===== config.mk =====
export PLATFORM = sky130hd
export DESIGN_NAME = ssi_cell
export DESIGN_NICKNAME = d
export VERILOG_FILES = /design/src/hdl/ssi_pkg.sv /design/src/hdl/ssi_cell.sv
export SDC_FILE = /design/constraint.sdc
export NUM_CORES = 1
export LEC_CHECK = 0
export ABC_AREA = 1
export BUFFER_PORTS_ARGS = -buffer_cell sky130_fd_sc_hd__buf_2
export CAP_MARGIN = 20
export CORE_MARGIN = 10
export CORE_UTILIZATION = 51
export DETAILED_ROUTE_END_ITERATION = 12
export GPL_ROUTABILITY_DRIVEN = 1
export PLACE_DENSITY = 0.91
export SYNTH_ARGS = -nofsm -noshare
export SYNTH_HDL_FRONTEND = slang
export SYNTH_SLANG_ARGS = --single-unit

===== constraint.sdc =====
create_clock -name clock -period 4.7 [get_ports clock]
set_input_delay 0.235 -clock clock [delete_from_list [all_inputs] [get_ports clock]]
set_output_delay 0.235 -clock clock [all_outputs]
set_load 0.03 [all_outputs]

===== src/hdl/ssi_pkg.sv =====
`default_nettype none

package ssi_pkg;

   // list geometry
   localparam int CAPACITY = 64;
   localparam int RANK_W   = 32;
   localparam int CNT_W    = $clog2(CAPACITY + 1);
   localparam int IDX_W    = $clog2(CAPACITY);

   // port widths fixed by the interface
   localparam int OPC_W    = 2;
   localparam int RIDX_W   = 6;
   localparam int OCNT_W   = 7;
   localparam int STAT_W   = 2;

   // opcodes
   localparam logic [OPC_W-1:0] OP_INSERT = 2'd0;
   localparam logic [OPC_W-1:0] OP_READ   = 2'd1;
   localparam logic [OPC_W-1:0] OP_CLEAR  = 2'd2;

   // status codes
   localparam logic [STAT_W-1:0] ST_DONE  = 2'd0;
   localparam logic [STAT_W-1:0] ST_DUP   = 2'd1;
   localparam logic [STAT_W-1:0] ST_FULL  = 2'd2;
   localparam logic [STAT_W-1:0] ST_RANGE = 2'd3;

   // command broadcast to every cell
   typedef struct packed {
      logic              write_en;
      logic [RANK_W-1:0] value;
   } cell_cmd_type;

endpackage

`default_nettype wire


===== src/hdl/ssi_cell.sv =====
`default_nettype none

module ssi_cell (
   input  wire                          clock,
   input  wire ssi_pkg::cell_cmd_type   cmd,
   input  wire                          in_use,
   input  wire                          left_less,
   input  wire  [ssi_pkg::RANK_W-1:0]   left_entry,
   output logic [ssi_pkg::RANK_W-1:0]   entry,
   output logic                         less,
   output logic                         equal
);
   import ssi_pkg::*;

   logic [RANK_W-1:0] entry_ff;
   logic [RANK_W-1:0] entry_in;

   // compare the held entry against the broadcast value
   assign less  = in_use && (entry_ff < cmd.value);
   assign equal = in_use && (entry_ff == cmd.value);
   assign entry = entry_ff;

   // hold below the insert point, take the value at it, shift up above it
   always_comb begin
      entry_in = entry_ff;
      if (cmd.write_en && !less) begin
         if (left_less) begin
            entry_in = cmd.value;
         end else begin
            entry_in = left_entry;
         end
      end
   end

   always_ff @(posedge clock) begin
      entry_ff <= entry_in;
   end

endmodule

`default_nettype wire


After elaboration in Yosys (flattened, before gate mapping). Index checks and enable logic that the tools add are counted.

Flip-flop bits (word level): 32. Bits in latches: 0. Bits in writable memories: 0. Bits in read-only memories: 0. Input bits: 68. Output and inout port bits: 34. Logic and storage cells: 8. Memories: 0.

$add $sub $neg: 0. Multipliers: 0. Divide/modulo/power cells: 0. Magnitude comparators: 1. Equality and inequality tests: 1. Shift-type cells: 0. Mux-type cells: 1. Bitwise logic cells: 0. Reduce and logical (&&, ||, !) cells: 4.

Operator list (number): == test 32 bit (1); < comparator 32 bit (1); two-way mux 32 bit (1); logical AND 1 bit (3); logical NOT 1 bit (1).

Longest topological paths before layout.
Depth after elaboration: 4. Depth in mapped cells: 13. Gate-level depth less buffers: 13.

Least setup slack after synthesis. OpenSTA, ideal clock, no wires.

Path kind: flip-flop to flip-flop. Start point: register entry_ff[23] (netlist: entry[23]). End point: register entry_ff[0] (netlist: entry[0]), enable pin. Setup time: 400 ps. Data arrival time: 2276 ps. Required time: 4300 ps. Path slack: 2024 ps. Stages on the path, launching flop included: 8. Path buffers: 0. Period minus slack after synthesis: 2676 ps. Path through: edfxtp_1 -> ha_1 -> nand2_2 -> nor2_4 -> nand4_2 -> nor2_2 -> nand2_1 -> a21oi_2.

Longest elaborated chain between the ends: 4.

RTL lines: from (decl) (RTL line ssi_cell.sv:15) `logic [RANK_W-1:0] entry_ff;`; from (signal assigned) (RTL line ssi_cell.sv:36) `entry_ff <= entry_in;`; < comparator 32 bit (RTL line ssi_cell.sv:19) `assign less = in_use && (entry_ff < cmd.value);`; logical AND 1 bit (RTL line ssi_cell.sv:19); logical NOT 1 bit (RTL line ssi_cell.sv:26) `if (cmd.write_en && !less) begin`; logical AND 1 bit (RTL line ssi_cell.sv:26).

No other way between the ends. A chain may end at the register's enable or synchronous reset.

Worst setup path in the final report.
Start point: register entry_ff[11] (netlist: entry[11]). End point: register entry_ff[26] (netlist: entry[26]), enable pin.

The elaborated chain is that of the path after synthesis.

==> impl_metrics.csv <==
group,metric,value,unit
detailed_routing,viasPerCell,4.93,
yosys,synth_area_leaders,"edfxtp_1 (44%), ha_1 (18%), a21oi_1 (9.8%)",
floorplan,rows,23,
power_and_ir_drop,sw_frac_of_total,0.318,
global_route,grt_start_max_net_pins,64,
detailed_routing,num_vias,1956,
sta,rsz0062_at_grt,"no",
sta,fmax,0.407,GHz
worst_setup_path,worstPathRequired,4.60,ns
place,dp_hpwl,4.64,mm
worst_setup_path,critical_path.most_common_cell,"nand2_1",
power_and_ir_drop,comb_power_share,0.280,
detailed_routing,ant_nets,0,
yosys,synth_top_area_frac,0.440,
sta,finalHoldViolCount,0,
floorplan,dieArea,7300,um^2
worst_setup_path,cp.arrival,2.36,ns
worst_setup_path,cpMaxStageDelayCell,"a21oi_4",
global_route,antenna_found_initial,0,
power_and_ir_drop,p_clk_frac,0.257,
layout,finalNetCount,447,
worst_setup_path,worstSetupPathType,"register to register",
layout,area_delta_synth_final,28.3,%
place,io_buffers,101,
detailed_routing,drt_iter0_markers,76,
detailed_routing,drtPass1Iterations,4,
global_route,grt_usage,0.151,
layout,final_cell_area,2800,um^2
power_and_ir_drop,cellLeakagePower,1.45,nW
sta,setup_tns,0,ns
layout,final_cells,397,
cts,htreeDepth,2,
layout,fill_cells,362,
place,pre_cts_slack,2.23,ns
cts,cts.repair.resized,0,
yosys,avgSynthCellArea,8.89,um^2
layout,drive_gt1_frac,0.343,
layout,diodes,0,
power_and_ir_drop,p_seq_frac,0.463,
cts,cts_buffers,5,
cts,postCtsSetupBuffers,0,
yosys,syn-num-nets,346,
status,status,"finished, final reports clean",
place,placed_area,2730,um^2
yosys,syn_area,2190,um^2
worst_setup_path,ff2ff_setup_slack,2.25,ns
yosys,synth-seq-cells,32,
cts,clkSinkCount,32,
power_and_ir_drop,ir_worst_vdd,0.209,mV
floorplan,fp.dieW,85.5,um
worst_setup_path,crit_fanout,32,
floorplan,initial_core_util,0.535,
worst_setup_path,cp_cell_sequence,"ha_1 -> nand4_1 -> nor3_2 -> nand2_1 -> nand2_1 -> nand2_1 -> a21oi_4",
cts,cts_tree,"yes",
yosys,synth_cell_types,23,
sta,slew_headroom,0.304,
place,gp_congestion,0.798,
power_and_ir_drop,p_sw,0.244,mW
sta,fin_crit_sh,0.522,
global_route,grt_pass1_vias,2122,
global_route,overflow,0,
power_and_ir_drop,power_density,274,nW/um^2
floorplan,fp.coreArea,4090,um^2
yosys,syn_inst,246,
worst_setup_path,critPathCaptureType,"register",
yosys,yosysTopAreaCell,"edfxtp_1",
yosys,yosysSeqAreaShare,0.440,
floorplan,io_pins,102,
cts,cts_max_path_buffers,2,
cts,path_clk_slew,0.06,ns
global_route,grt_pass1_wl,9.20,mm
sta,period_needed,2.45,ns
hold_path,holdCritPathClass,"input port to register",
layout,largest_reg_flops,32,
cts,postCtsHoldBufs,0,
sta,worstMarginPinSlew,1.04,ns
place,dp_cells,390,
worst_setup_path,crit_path_max_incr_delay,0.83,ns
sta,setup_slack,2.25,ns
detailed_routing,routed_wl,5.57,mm
power_and_ir_drop,internal_power,0.523,mW
cts,clk_latency,0.28,ns
yosys,ys_warn_count,0,
worst_setup_path,startpoint_type,"register",
floorplan,die_h,85.5,um
sta,clock_skew,0.00131,ns
detailed_routing,drt-wirelength-per-cell,14.0,um
sta,slew_viol_final,0,
sta,setup_viol,0,
cts,root_buffer,"clkbuf_8",
run,cap_viol_max_count,0,
detailed_routing,drc_errors,0,
==> cell usage after synthesis <==
master	n
nand2_2	3
a21o_1	1
mux2_2	1
ha_1	32
nor3_2	1
nor2_1	38
nor3_1	1
o21a_1	1
nor2_4	1
a21oi_1	43
nand4_2	1
o21ai_0	1
nand4_1	2
a21oi_2	2
inv_1	40
buf_2	7
nor2_2	3
nand3b_1	1
edfxtp_1	32
o21ai_1	1
nand3_1	1
and2_1	1
nand2_1	32
==> worst max-delay path, delay by kind of cell, from the launching register on <==
kind                     cells  cell delay [ns]
AO/OA/AOI/OAI                1             0.83
adder cells (fa/ha/maj)      1             0.33
flip-flops                   1             0.39
AND/OR/NAND/NOR              5             0.52
==> through the flow <==
step	util	power (mW)	hold WS [ns]
after floorplan	-	0.503	0.455
after global placement	0.667	0.570	0.547
after detailed placement	0.667	0.578	0.556
after CTS	0.686	0.773	0.263
after global routing	0.686	0.811	0.275
final	0.686	0.767	0.271
==> path summary, 6_finish.rpt <==
kind	startpoint	end	cells past startpoint
worst max-delay path	entry[11]	entry[26]	7
worst min-delay path	left_entry[28]	entry[28]	3
worst max register to register	entry[11]	entry[26]	7
worst min register to register	entry[16]	entry[31]	5
==> layer usage <==
metal | global-route usage | vias up | wire length, um
met5 | 0 | - | 0
met1 | 0.159 | 862 | 2190
met2 | 0.268 | 68 | 2790
met3 | 0.0717 | 5 | 544
li1 | - | 1021 | -
met4 | 0.0269 | 0 | 41
==> area by class of cell <==
type	instances	area [um^2]	area share
multi-input combinational	167	1050	0.373
sequential	32	961	0.343
timing repair buffer	101	505	0.180
inverter	40	150	0.0535
clock buffer	6	72.6	0.0259
tap	50	62.6	0.0223
clock inverter	1	5.00	0.00178
==> placed cells by master (no fill, tap or decap) <==
master	count
nand2_2	3
clkbuf_1	1
buf_2	101
a21oi_2	1
nor2_1	38
o21a_1	1
and2_1	1
nand3_1	1
nand4_1	2
nor2_2	3
nor3_2	1
o21ai_1	1
nand4_2	1
nor2_4	1
o21ai_0	1
a21oi_1	43
inv_1	40
a21oi_4	1
nand2_1	32
mux2_2	1
nor3_1	1
clkbuf_8	5
ha_1	32
clkinv_2	1
edfxtp_1	32
nand3b_1	1
a21o_1	1
==> power by group through the flow <==
stage          Clock, mW  Combinational, mW  Sequential [mW]
2_1_floorplan          0              0.101            0.402
3_5_place_dp           0              0.216            0.361
5_1_grt            0.212              0.241            0.358
3_3_place_gp           0              0.212            0.359
4_1_cts            0.200              0.218            0.355
6_report           0.197              0.215            0.355
==> kinds of logic after synthesis <==
logic type               Yosys count  share of synthesized area
buffers and inverters             47                     0.0847
AO/OA/AOI/OAI                     49                      0.118
AND/OR/NAND/NOR                   85                      0.169
multiplexers                       1                    0.00515
adder cells (fa/ha/maj)           32                      0.183
flip-flops                        32                      0.440
Power figures use the tool's default switching activity.
